--- src/rtl/pet_pkg.sv ---
// ----------------------------------------------------------------------------
// pet_pkg
// Shared types, codes and saturation helpers for the pointer event tracker.
// ----------------------------------------------------------------------------
package pet_pkg;

    localparam int COORD_BITS = 12;
    localparam int SIZE_W     = 13;
    localparam int VALUE_W    = 16;
    localparam int MASK_W     = 7;
    localparam int CFG_IDX_W  = 2;
    // wide enough for a coordinate plus or minus a delta or a screen size
    localparam int WIDE_W     = ((COORD_BITS > VALUE_W) ? COORD_BITS : VALUE_W) + 2;

    typedef logic [COORD_BITS-1:0]    t_coord;
    typedef logic [SIZE_W-1:0]        t_size;
    typedef logic signed [WIDE_W-1:0] t_wide;
    typedef logic [MASK_W-1:0]        t_mask;

    localparam t_coord COORD_MAX = {COORD_BITS{1'b1}};

    // input kinds
    localparam logic [2:0] KIND_ABS_X    = 3'd0;
    localparam logic [2:0] KIND_ABS_Y    = 3'd1;
    localparam logic [2:0] KIND_BTN_DOWN = 3'd2;
    localparam logic [2:0] KIND_BTN_UP   = 3'd3;
    localparam logic [2:0] KIND_DELTA_X  = 3'd4;
    localparam logic [2:0] KIND_DELTA_Y  = 3'd5;
    localparam logic [2:0] KIND_WHEEL_Z  = 3'd6;
    localparam logic [2:0] KIND_WHEEL_W  = 3'd7;

    // result kinds
    localparam logic [1:0] EV_PRESS   = 2'd0;
    localparam logic [1:0] EV_RELEASE = 2'd1;
    localparam logic [1:0] EV_MOTION  = 2'd2;

    // buttons
    localparam logic [2:0] BTN_NONE    = 3'd0;
    localparam logic [2:0] BTN_LEFT    = 3'd1;
    localparam logic [2:0] BTN_Z_NEG   = 3'd4;
    localparam logic [2:0] BTN_Z_POS   = 3'd5;
    localparam logic [2:0] BTN_W_NEG   = 3'd6;
    localparam logic [2:0] BTN_W_POS   = 3'd7;

    // rotation codes
    localparam logic [1:0] ROT_NONE = 2'b00;
    localparam logic [1:0] ROT_CW   = 2'b01;

    // register indexes
    localparam logic [CFG_IDX_W-1:0] REG_WIDTH    = 2'd0;
    localparam logic [CFG_IDX_W-1:0] REG_HEIGHT   = 2'd1;
    localparam logic [CFG_IDX_W-1:0] REG_ROTATION = 2'd2;

    localparam t_size      RST_WIDTH    = 13'd640;
    localparam t_size      RST_HEIGHT   = 13'd480;
    localparam logic [1:0] RST_ROTATION = ROT_NONE;
    localparam int RST_X_INT = (RST_WIDTH / 2 > t_size'(COORD_MAX)) ? int'(COORD_MAX)
                                                                    : int'(RST_WIDTH / 2);
    localparam int RST_Y_INT = (RST_HEIGHT / 2 > t_size'(COORD_MAX)) ? int'(COORD_MAX)
                                                                     : int'(RST_HEIGHT / 2);
    localparam t_coord RST_CURSOR_X = t_coord'(RST_X_INT);
    localparam t_coord RST_CURSOR_Y = t_coord'(RST_Y_INT);

    typedef struct packed {
        t_size      width;
        t_size      height;
        logic [1:0] rotation;
    } t_cfg;

    // saturate a signed value into 0..hi
    function automatic t_coord sat_to(input t_wide v, input t_coord hi);
        t_coord r;
        if (v[WIDE_W-1]) begin
            r = '0;
        end else if (v > t_wide'(hi)) begin
            r = hi;
        end else begin
            r = v[COORD_BITS-1:0];
        end
        return r;
    endfunction

    // last valid coordinate for a screen size; zero size acts as size one
    function automatic t_coord bound_of(input t_size size);
        t_coord r;
        if (size == '0) begin
            r = '0;
        end else begin
            r = sat_to(t_wide'(size) - t_wide'(1), COORD_MAX);
        end
        return r;
    endfunction

endpackage

--- src/rtl/pet_ifs.sv ---
// ----------------------------------------------------------------------------
// pet_ifs
// Valid/ready channels of the pointer event tracker: events, results, config.
// ----------------------------------------------------------------------------
interface pet_evt_if import pet_pkg::*; ();
    logic               valid;
    logic               ready;
    logic [2:0]         kind;
    logic signed [15:0] value;
    logic [7:0]         modifiers;
    logic [31:0]        time_ms;

    modport source (output valid, kind, value, modifiers, time_ms, input ready);
    modport sink   (input valid, kind, value, modifiers, time_ms, output ready);
endinterface

interface pet_res_if import pet_pkg::*; ();
    logic        valid;
    logic        ready;
    logic [1:0]  event_kind;
    logic [2:0]  button;
    t_coord      pos_x;
    t_coord      pos_y;
    t_mask       button_mask;
    logic [7:0]  mod_state;
    logic [31:0] stamp_ms;

    modport source (output valid, event_kind, button, pos_x, pos_y, button_mask,
                    mod_state, stamp_ms, input ready);
    modport sink   (input valid, event_kind, button, pos_x, pos_y, button_mask,
                    mod_state, stamp_ms, output ready);
endinterface

interface pet_cfg_if import pet_pkg::*; ();
    logic                 valid;
    logic                 ready;
    logic [CFG_IDX_W-1:0] index;
    t_size                data;

    modport source (output valid, index, data, input ready);
    modport sink   (input valid, index, data, output ready);
endinterface

--- src/rtl/pet_rotate.sv ---
// ----------------------------------------------------------------------------
// pet_rotate
// Maps the cursor to reported coordinates for the display orientation.
// ----------------------------------------------------------------------------
module pet_rotate import pet_pkg::*; (
    input  t_coord i_cur_x,
    input  t_coord i_cur_y,
    input  t_cfg   i_cfg,
    output t_coord o_pos_x,
    output t_coord o_pos_y
);

    t_wide rx;
    t_wide ry;

    always_comb begin
        if (i_cfg.rotation == ROT_NONE) begin
            rx = t_wide'(i_cur_x);
            ry = t_wide'(i_cur_y);
        end else if (i_cfg.rotation == ROT_CW) begin
            rx = t_wide'(i_cur_y);
            ry = t_wide'(i_cfg.width) - t_wide'(i_cur_x) - t_wide'(1);
        end else begin
            // both negative patterns turn counterclockwise
            rx = t_wide'(i_cfg.height) - t_wide'(i_cur_y) - t_wide'(1);
            ry = t_wide'(i_cur_x);
        end
    end

    assign o_pos_x = sat_to(rx, COORD_MAX);
    assign o_pos_y = sat_to(ry, COORD_MAX);

endmodule

--- src/rtl/pointer_event_tracker.sv ---
// ----------------------------------------------------------------------------
// pointer_event_tracker
// Tracks cursor and held buttons from pointer events, reports rotated results.
// ----------------------------------------------------------------------------
//  channel  dir  payload                                           handshake
//  i_evt    in   kind, value, modifiers, time_ms                   valid/ready
//  o_res    out  event_kind, button, pos_x, pos_y, button_mask,    valid/ready
//                mod_state, stamp_ms
//  i_cfg    in   index, data                                       valid/ready
//
//  One event per cycle while i_evt.ready is high: state and the result in
//  the output register both load at the accepting edge. An event that
//  gives no result just updates state. i_evt.ready drops only while a
//  result waits and o_res.ready is low. Config is always ready. Reset is
//  synchronous, active low, and restores the power-on registers and cursor.
// ----------------------------------------------------------------------------
module pointer_event_tracker import pet_pkg::*; (
    input  logic  i_clk,
    input  logic  i_rst_n,
    pet_evt_if.sink   i_evt,
    pet_res_if.source o_res,
    pet_cfg_if.sink   i_cfg
);

    t_cfg   r_cfg;
    t_coord r_x;
    t_coord r_y;
    t_mask  r_held;
    logic   r_out_valid;

    t_coord     n_x;
    t_coord     n_y;
    t_mask      n_held;
    logic       n_emit;
    logic [1:0] n_kind;
    logic [2:0] n_btn;
    t_mask      n_mask;

    logic       accept;
    t_coord     pos_x;
    t_coord     pos_y;
    t_wide      v;

    assign accept      = i_evt.valid && i_evt.ready;
    assign i_evt.ready = !r_out_valid || o_res.ready;
    assign i_cfg.ready = 1'b1;
    assign v           = t_wide'(i_evt.value);

    always_comb begin
        n_x    = r_x;
        n_y    = r_y;
        n_held = r_held;
        n_emit = 1'b1;
        n_kind = EV_MOTION;
        n_btn  = BTN_NONE;
        case (i_evt.kind)
            KIND_ABS_X: begin
                n_x    = sat_to(v, COORD_MAX);
                n_emit = 1'b0;
            end
            KIND_ABS_Y: begin
                // absolute y doubles as a left-button press
                n_y    = sat_to(v, COORD_MAX);
                n_held = t_mask'(1);
                n_kind = EV_PRESS;
                n_btn  = BTN_LEFT;
            end
            KIND_BTN_DOWN, KIND_BTN_UP: begin
                if (i_evt.value >= 16'sd0 && i_evt.value <= 16'sd2) begin
                    n_btn = i_evt.value[2:0] + 3'd1;
                    if (i_evt.kind == KIND_BTN_DOWN) begin
                        n_held = t_mask'(1) << i_evt.value[1:0];
                        n_kind = EV_PRESS;
                    end else begin
                        n_held = '0;
                        n_kind = EV_RELEASE;
                    end
                end else begin
                    n_emit = 1'b0;
                end
            end
            KIND_DELTA_X: begin
                n_x = sat_to(t_wide'(r_x) + v, bound_of(r_cfg.width));
            end
            KIND_DELTA_Y: begin
                // screen y grows downward
                n_y = sat_to(t_wide'(r_y) - v, bound_of(r_cfg.height));
            end
            default: begin
                if (i_evt.value != '0) begin
                    if (i_evt.kind == KIND_WHEEL_Z) begin
                        n_btn = i_evt.value[15] ? BTN_Z_NEG : BTN_Z_POS;
                    end else begin
                        n_btn = i_evt.value[15] ? BTN_W_NEG : BTN_W_POS;
                    end
                    n_held = t_mask'(1) << (n_btn - 3'd1);
                    n_kind = EV_PRESS;
                end
            end
        endcase
        n_mask = (n_kind == EV_MOTION) ? n_held : '0;
    end

    pet_rotate u_rotate (
        .i_cur_x (n_x),
        .i_cur_y (n_y),
        .i_cfg   (r_cfg),
        .o_pos_x (pos_x),
        .o_pos_y (pos_y)
    );

    always_ff @(posedge i_clk) begin
        if (!i_rst_n) begin
            r_cfg.width    <= RST_WIDTH;
            r_cfg.height   <= RST_HEIGHT;
            r_cfg.rotation <= RST_ROTATION;
            r_x            <= RST_CURSOR_X;
            r_y            <= RST_CURSOR_Y;
            r_held         <= '0;
            r_out_valid    <= 1'b0;
        end else begin
            if (i_cfg.valid) begin
                case (i_cfg.index)
                    REG_WIDTH:    r_cfg.width    <= i_cfg.data;
                    REG_HEIGHT:   r_cfg.height   <= i_cfg.data;
                    REG_ROTATION: r_cfg.rotation <= i_cfg.data[1:0];
                    default:      ;
                endcase
            end
            if (accept) begin
                r_x         <= n_x;
                r_y         <= n_y;
                r_held      <= n_held;
                r_out_valid <= n_emit;
            end else if (o_res.ready) begin
                r_out_valid <= 1'b0;
            end
        end
    end

    // result payload, loaded with each accepted event that gives a result
    logic [1:0]  r_kind;
    logic [2:0]  r_btn;
    t_coord      r_pos_x;
    t_coord      r_pos_y;
    t_mask       r_mask;
    logic [7:0]  r_mod;
    logic [31:0] r_stamp;

    always_ff @(posedge i_clk) begin
        if (accept && n_emit) begin
            r_kind  <= n_kind;
            r_btn   <= n_btn;
            r_pos_x <= pos_x;
            r_pos_y <= pos_y;
            r_mask  <= n_mask;
            r_mod   <= i_evt.modifiers;
            r_stamp <= i_evt.time_ms;
        end
    end

    assign o_res.valid       = r_out_valid;
    assign o_res.event_kind  = r_kind;
    assign o_res.button      = r_btn;
    assign o_res.pos_x       = r_pos_x;
    assign o_res.pos_y       = r_pos_y;
    assign o_res.button_mask = r_mask;
    assign o_res.mod_state   = r_mod;
    assign o_res.stamp_ms    = r_stamp;

`ifndef SYNTHESIS
    a_held_onehot0: assert property (@(posedge i_clk) disable iff (!i_rst_n)
        $onehot0(r_held))
        else $error("held button mask has more than one bit");

    a_button_no_mask: assert property (@(posedge i_clk) disable iff (!i_rst_n)
        o_res.valid && o_res.event_kind != EV_MOTION |-> o_res.button_mask == '0)
        else $error("button result carries a held mask");

    a_motion_no_button: assert property (@(posedge i_clk) disable iff (!i_rst_n)
        o_res.valid && o_res.event_kind == EV_MOTION |-> o_res.button == BTN_NONE)
        else $error("motion result carries a button");

    a_reset_idle: assert property (@(posedge i_clk)
        !i_rst_n |=> !o_res.valid)
        else $error("result valid right after reset");
`endif

endmodule

--- src/flat_wrapper.sv ---
// flat-port wrapper written by rule: the top's interface ports become plain ports
module pointer_event_tracker_flat import pet_pkg::*;
  (i_clk, i_rst_n, i_evt_valid, i_evt_kind, i_evt_value, i_evt_modifiers, i_evt_time_ms, i_evt_ready, o_res_valid, o_res_event_kind, o_res_button, o_res_pos_x, o_res_pos_y, o_res_button_mask, o_res_mod_state, o_res_stamp_ms, o_res_ready, i_cfg_valid, i_cfg_index, i_cfg_data, i_cfg_ready);
  pet_evt_if i_evt_i ();
  pet_res_if o_res_i ();
  pet_cfg_if i_cfg_i ();
  input  logic i_clk;
  input  logic i_rst_n;
  input wire logic [$bits(i_evt_i.valid)-1:0] i_evt_valid;
  input wire logic [$bits(i_evt_i.kind)-1:0] i_evt_kind;
  input wire logic [$bits(i_evt_i.value)-1:0] i_evt_value;
  input wire logic [$bits(i_evt_i.modifiers)-1:0] i_evt_modifiers;
  input wire logic [$bits(i_evt_i.time_ms)-1:0] i_evt_time_ms;
  output wire logic [$bits(i_evt_i.ready)-1:0] i_evt_ready;
  output wire logic [$bits(o_res_i.valid)-1:0] o_res_valid;
  output wire logic [$bits(o_res_i.event_kind)-1:0] o_res_event_kind;
  output wire logic [$bits(o_res_i.button)-1:0] o_res_button;
  output wire logic [$bits(o_res_i.pos_x)-1:0] o_res_pos_x;
  output wire logic [$bits(o_res_i.pos_y)-1:0] o_res_pos_y;
  output wire logic [$bits(o_res_i.button_mask)-1:0] o_res_button_mask;
  output wire logic [$bits(o_res_i.mod_state)-1:0] o_res_mod_state;
  output wire logic [$bits(o_res_i.stamp_ms)-1:0] o_res_stamp_ms;
  input wire logic [$bits(o_res_i.ready)-1:0] o_res_ready;
  input wire logic [$bits(i_cfg_i.valid)-1:0] i_cfg_valid;
  input wire logic [$bits(i_cfg_i.index)-1:0] i_cfg_index;
  input wire logic [$bits(i_cfg_i.data)-1:0] i_cfg_data;
  output wire logic [$bits(i_cfg_i.ready)-1:0] i_cfg_ready;
  assign i_evt_i.valid = i_evt_valid;
  assign i_evt_i.kind = i_evt_kind;
  assign i_evt_i.value = i_evt_value;
  assign i_evt_i.modifiers = i_evt_modifiers;
  assign i_evt_i.time_ms = i_evt_time_ms;
  assign i_evt_ready = i_evt_i.ready;
  assign o_res_valid = o_res_i.valid;
  assign o_res_event_kind = o_res_i.event_kind;
  assign o_res_button = o_res_i.button;
  assign o_res_pos_x = o_res_i.pos_x;
  assign o_res_pos_y = o_res_i.pos_y;
  assign o_res_button_mask = o_res_i.button_mask;
  assign o_res_mod_state = o_res_i.mod_state;
  assign o_res_stamp_ms = o_res_i.stamp_ms;
  assign o_res_i.ready = o_res_ready;
  assign i_cfg_i.valid = i_cfg_valid;
  assign i_cfg_i.index = i_cfg_index;
  assign i_cfg_i.data = i_cfg_data;
  assign i_cfg_ready = i_cfg_i.ready;
  pointer_event_tracker u_core (.i_clk(i_clk), .i_rst_n(i_rst_n), .i_evt(i_evt_i), .o_res(o_res_i), .i_cfg(i_cfg_i));
endmodule
--- config.mk ---
export PLATFORM = sky130hd
export DESIGN_NAME = pointer_event_tracker_flat
export DESIGN_NICKNAME = d
export VERILOG_FILES = /design/src/rtl/pet_pkg.sv /design/src/rtl/pet_ifs.sv /design/src/rtl/pet_rotate.sv /design/src/rtl/pointer_event_tracker.sv /design/src/flat_wrapper.sv
export SDC_FILE = /design/constraint.sdc
export NUM_CORES = 1
export LEC_CHECK = 0
export ABC_AREA = 1
export BUFFER_PORTS_ARGS = -buffer_cell sky130_fd_sc_hd__buf_4
export CORE_MARGIN = 2
export CORE_UTILIZATION = 45
export CTS_BUF_LIST = sky130_fd_sc_hd__clkbuf_2 sky130_fd_sc_hd__clkbuf_4 sky130_fd_sc_hd__clkbuf_8
export DETAILED_ROUTE_END_ITERATION = 8
export HOLD_SLACK_MARGIN = 0.12
export MAX_ROUTING_LAYER = met4
export PLACE_DENSITY = 0.77
export SYNTH_ARGS = -nofsm -noshare
export SYNTH_HDL_FRONTEND = slang
export SYNTH_HIERARCHICAL = 1
export SYNTH_SLANG_ARGS = --single-unit
--- constraint.sdc ---
create_clock -name i_clk -period 18.6 [get_ports i_clk]
set_clock_uncertainty 0.1 [all_clocks]
set_input_delay 4.65 -clock i_clk [delete_from_list [all_inputs] [get_ports i_clk]]
set_output_delay 4.65 -clock i_clk [all_outputs]
set_load 0.02 [all_outputs]
; Yosys cells after proc, flatten, opt, wreduce, memory -nomap -nowiden
; Cells that the tools add are included.
[word_totals]
reg_bits = 136
in_bits = 79
output_inout_bits = 79
word_cells = 105
[classes]
n_addsub = 10
magnitude_cmp = 9
n_eq_ne = 10
n_shift = 2
n_mux = 42
reduce_logical = 18
[op_table]
columns = cell, count
row1 = $mux 12, 16
row2 = $gt 18x13->1 const B, 4
row3 = $mux 18, 4
row4 = $pmux 12 s2, 2
row5 = $gt 18x13->1, 2
row6 = $sub 14x2->15 const B, 2
row7 = $sub 13x1->14 const B, 2
row8 = $sub 13x12->14, 2
row9 = $logic_not 13->1, 2
row10 = $mux 7, 3
row11 = $pmux 7 s3, 1
row12 = $add 13x16->17, 1
row13 = $sub 13x16->17, 1
row14 = $ge 16x1->1 const B, 1
row15 = $gt 16x13->1 const B, 1
row16 = $le 16x3->1 const B, 1
row17 = $reduce_bool 16->1, 1
row18 = $mux 3, 5
row19 = $eq 3x3->1 const B, 3
row20 = $pmux 3 s3, 1
row21 = $shl 1x2->7 const A, 1
row22 = $shl 1x3->7 const A, 1
row23 = $eq 3x2->1 const B, 2
row24 = $mux 1, 6
row25 = other kinds (18), 26

; Longest topological paths before layout
[depth]
word_depth = 16
ltp_mapped = 47
mapped_depth_nobuf = 44

; Cells and area by module
; The synthesis kept the hierarchy.
[modules_own_cells]
columns = module, instances, cells_per_inst, area_per_inst_um2, seq_area_each_um2
row1 = pointer_event_tracker, 1, 1115, 8624.5, 3483.3
row2 = pet_rotate, 1, 527, 2813.9, 0.0

; Least setup slack after synthesis
; OpenSTA, ideal clock, no wires.
[synth_path]
path_type = input port to flip-flop
from = in i_evt_value[12]
to = reg u_core.r_btn[0] (netlist: u_core/o_res.button[0]), enable pin
setup_time_ns = 0.606
arrival_time_ns = 10.882
required_time_ns = 17.894
path_slack_ns = 7.012
path_stages = 9
n_path_buf = 1
cell_sequence = buf_2 nor2_1 nand2_1 inv_2 nand3_1 or2_1 a211oi_2 nor2_1 nor3_1
[synth_via]
elab_chain_cells = 5
elab_cells_between_ends = 6
cone_classes = 2 x order compare / 2 x mux / 2 x reduce/logical
[synth_lines]
columns = item, line_no
row1 = "start, declared", flat_wrapper.sv:11  ; input wire logic [$bits(i_evt_i.value)-1:0] i_evt_value;
row2 = $ge 16x1->1 / $le 16x3->1 (equally long branches), pointer_event_tracker.sv:69  ; if (i_evt.value >= 16'sd0 && i_evt.value <= 16'sd2) begin
row3 = $logic_and 1x1->1 *, pointer_event_tracker.sv:69
row4 = $mux 1 *, pointer_event_tracker.sv:69
row5 = $pmux 1 s2 *, pointer_event_tracker.sv:56  ; case (i_evt.kind)
row6 = $logic_and 1x1->1 *, pointer_event_tracker.sv:151  ; if (accept && n_emit) begin
row7 = "end signal, assigned", pointer_event_tracker.sv:153  ; r_btn <= n_btn;
row8 = "end, declared", pointer_event_tracker.sv:143  ; logic [2:0] r_btn;
; Every way passes the cells marked *; elsewhere a longest branch is shown, timed or not.
; A chain may end at the register's enable or synchronous reset.

; Worst setup path in the final report
[layout_path]
from = in i_evt_value[0]
to = reg u_core.r_pos_x[9] (netlist: u_core/o_res.pos_x[9]), data pin
[layout_via]
elab_chain_cells = 11
elab_cells_between_ends = 19
cone_classes = 4 x add/sub / 4 x order compare / 11 x mux
[layout_lines]
columns = item, line_no
row1 = $sub 13x16->17, pointer_event_tracker.sv:87  ; n_y = sat_to(t_wide'(r_y) - v, bound_of(r_cfg.height));
row2 = $gt 18x13->1, pet_pkg.sv:75  ; end else if (v > t_wide'(hi)) begin
row3 = $mux 12, pet_pkg.sv:75
row4 = $mux 12, pet_pkg.sv:73  ; if (v[WIDE_W-1]) begin
row5 = $pmux 12 s2 *, pointer_event_tracker.sv:56
row6 = net u_core.n_y[0], pointer_event_tracker.sv:32  ; t_coord n_y;
row7 = $sub 13x12->14, pet_rotate.sv:25  ; rx = t_wide'(i_cfg.height) - t_wide'(i_cur_y) - t_wide'(1);
row8 = $sub 14x2->15, pet_rotate.sv:25
row9 = $mux 18 *, pet_rotate.sv:20  ; end else if (i_cfg.rotation == ROT_CW) begin
row10 = $mux 18 *, pet_rotate.sv:17  ; if (i_cfg.rotation == ROT_NONE) begin
row11 = $gt 18x13->1, pet_pkg.sv:75
row12 = $mux 12, pet_pkg.sv:75
row13 = "end signal, assigned", pointer_event_tracker.sv:154  ; r_pos_x <= pos_x;
row14 = "end, declared", pointer_event_tracker.sv:144  ; t_coord r_pos_x;
; Mark *: on every way through the listed nets, which the timed path passes. The rest lies on a longest branch.

==> impl_metrics.toml <==
[clock_tree]
cts_num_sinks = 136
ctsHtreeMaxLevel = 4
cts_buffers = 17
cts_setup_buffers = 0
clk_latency_ns = 0.47
cts_hold_buf = 0
ctsResizeCount = 0
clkSlewWorstSetupHoldPaths_ns = 0.08
clock_path_buffers = 2
cts_tree = "built"
root_buffer = "clkbuf_8"

[synthesis]
avgSynthCellArea_um2 = 6.97
syn_inst = 1642
synth-edff-count = 76
syn_nets = 1804
synthArstFlopShare = 0
synth.distinct_cells = 57
synth-seq-area-share = 0.305
netlist_area_um2 = 11400
ys_ff_latch = 136
ys_warn_count = 6
synth_ff_type = "edfxtp_1"

[worst_setup_path]
r2r_cells = 40
crit_required_ns = 18.70
crit_type = "in -> reg"
r2r_slack_ns = 11.68
cp_slowest_cell = "nand2_1"
r2r_end = "u_core/o_res.pos_x[9]$_DFFE_PP_"
critPathBufInv = 7
crit_family = "simple AND/OR/NAND/NOR gates"
max_stage_delay_ns = 0.49
cpMostUsedCell = "nand2_1"
start_kind = "primary input"
r2r_start = "u_core/r_cfg[3]$_SDFFE_PN0P_"
critical_path_peak_fanout = 13
endpoint_kind = "flip-flop"
crit_arrival_ns = 10.75

[place]
postPlaceCellArea_um2 = 12800
place_inst = 2088
gp_congestion = 0.958
port_buffers = 156
hpwlAfterDp_um = 26600

[timing]
hold_violations = 0
finalSetupViolations = 0
fmax_ghz = 0.0939
worstMarginPinSlew_ns = 1.08
drv_slew = 0
layout_min_cycle_time_ns = 10.65
finalCritPeriodShare = 0.572
rsz0062_at_grt = "false"
relSlewSlack = 0.280
tns_ns = 0

[power_and_ir_drop]
power_frac_seq = 0.337
power.total_w = 0.00106
p_int_w = 0.000632
vdd_drop_max_v = 0.0000350
pwr_density_cell_nw_per_um2 = 80.1
net-switching-power_w = 0.000429
p_comb_frac = 0.409
clkPwrFrac = 0.254
switching_share = 0.404
p_leak_nw = 6.67

[min_path]
hold-path-endpoint = "u_core/r_cfg[0]$_SDFFE_PN0P_"
hp-class = "reg -> reg"
min_from = "u_core/r_cfg[0]$_SDFFE_PN0P_"
holdPathStages = 2

[global_route]
grt_pass1_vias = 10128
overflow = 0
grt_use_total = 0.254
grt_start_max_net_pins = 78
antenna_found_initial = 0
grt_pass1_wl_um = 51600

[routing]
viasPerCell = 5.33
drc = 0
wl_per_cell_um = 15.7
first_iter_violations = 1043
drtAntennaViolNets = 0
first_pass_iters = 7
wirelength_um = 33300
vias = 11298

[floorplan]
die_y_um = 163
row_count = 58
coreArea_um2 = 25000
die_area_um2 = 26700
pin_count = 158
die_w_um = 163
start_util = 0.457

[finish]
layout_commonest_cell = "nand2_1"
multi_input_area_um2 = 6610
postLayoutCellArea_um2 = 13300
diodes = 0
final_cell_mix = "nand2_1, inv_1, buf_4, nand3_1, nor2_1"
seqCellArea_um2 = 3480
fin_cells = 2120
drive_above_1_share = 0.170
fill_cells = 2430
fin_nets = 1939
area_growth_pct = 15.9

[status]
outcome = "finished, final reports clean"

[flow_run]
drv_cap = 0
[cells in the mapped netlist, drive strengths merged (4+ instances only)]
cell type,number,area (µm²)
fa,4,80.1
inv,295,1110
xnor2,13,136
nand2,415,1700
nand3b,7,52.6
edfxtp,76,2280
buf,18,130
a22oi,9,67.6
clkinv,4,15.0
nand4,23,144
xor2,42,383
o221ai,5,43.8
a31oi,10,62.6
clkbuf,25,93.8
a21oi,91,467
nor4,4,31.3
o21bai,5,37.5
ha,79,988
o21ai,96,507
o22ai,28,175
o211ai,9,67.6
dfxtp,60,1200
nor2,140,602
nand3,153,863
nor3,16,90.1
[layer usage]
metal  vias up  part of all wire  global-route usage
li1       5618                 -                   -
met3        66             0.072              0.0363
met1      5148              0.44               0.328
met5         -                 0                   -
met4         0             0.034              0.0953
met2       466              0.46               0.403
[worst register-to-register path: cells and delay by family, from the launching register on]
kind / cells / cell delay, ns
compound gates: 6 / 0.91
fa+ha+maj: 5 / 1.28
buf+inv: 7 / 0.83
flops: 1 / 0.37
simple gates: 22 / 3.16
[how the worst max path moves through the flow]
stage | from | to | slack, ns | cells after the start
6_report | i_evt_value[0] | u_core/o_res.pos_x[9]$_DFFE_PP_ | 7.95 | 40
5_1_grt | i_evt_value[0] | u_core/o_res.pos_x[9]$_DFFE_PP_ | 7.36 | 40
4_1_cts | i_evt_value[0] | u_core/o_res.pos_x[9]$_DFFE_PP_ | 8.11 | 40
3_5_place_dp | i_evt_value[0] | u_core/o_res.pos_x[9]$_DFFE_PP_ | 7.65 | 40
3_3_place_gp | i_evt_value[0] | u_core/o_res.pos_x[9]$_DFFE_PP_ | 7.87 | 40
2_1_floorplan | i_evt_value[12] | u_core/o_res.button[0]$_DFFE_PP_ | 7.01 | 9
[metrics by stage]
step	worst slack, ns	hold slack [ns]	util
after floorplan	7.01	0.337	-
after global placement	7.87	0.344	0.512
after detailed placement	7.65	0.348	0.512
after CTS	8.11	0.361	0.529
after global routing	7.36	0.379	0.529
final	7.95	0.360	0.529
[flip-flops by register name (all words and copies together) (netlist names)]
register,count
u_core/o_res.stamp_ms,32
u_core/r_cfg,28
u_core/o_res.pos_x,12
u_core/o_res.pos_y,12
u_core/r_x,12
u_core/r_y,12
u_core/o_res.mod_state,8
u_core/o_res.button_mask,7
u_core/r_held,7
u_core/o_res.button,3
u_core/o_res.event_kind,2
u_core/o_res.valid,1
[power by group through the flow]
stage,Combinational (W),Clock [W],Sequential (W)
global placement,0.000420,0,0.000364
CTS,0.000427,0.000273,0.000357
finish,0.000434,0.000270,0.000357
floorplan,0.000297,0,0.000378
global route,0.000482,0.000286,0.000360
detailed placement,0.000425,0,0.000364
[cell type report]
| cell class | count | share of cell area |
|---|---|---|
| clock buffer | 17 | 0.0177 |
| timing repair buffer | 159 | 0.0901 |
| inverter | 299 | 0.0847 |
| multi-input combinational | 1164 | 0.499 |
| clock inverter | 15 | 0.0144 |
| sequential | 136 | 0.263 |
| tap | 330 | 0.0312 |
[kinds of logic after synthesis]
kind of cell,count (synthesis),share of synthesized area
xor gates and xnor gates,55,0.0454
and+or+nand+nor,765,0.308
other,1,0.000328
buffers and inverters,342,0.118
adders and majority gates,83,0.0934
DFF,136,0.305
AOI/OAI and AO/OA,260,0.130
No activity file was read; power rests on OpenSTA's default activity.
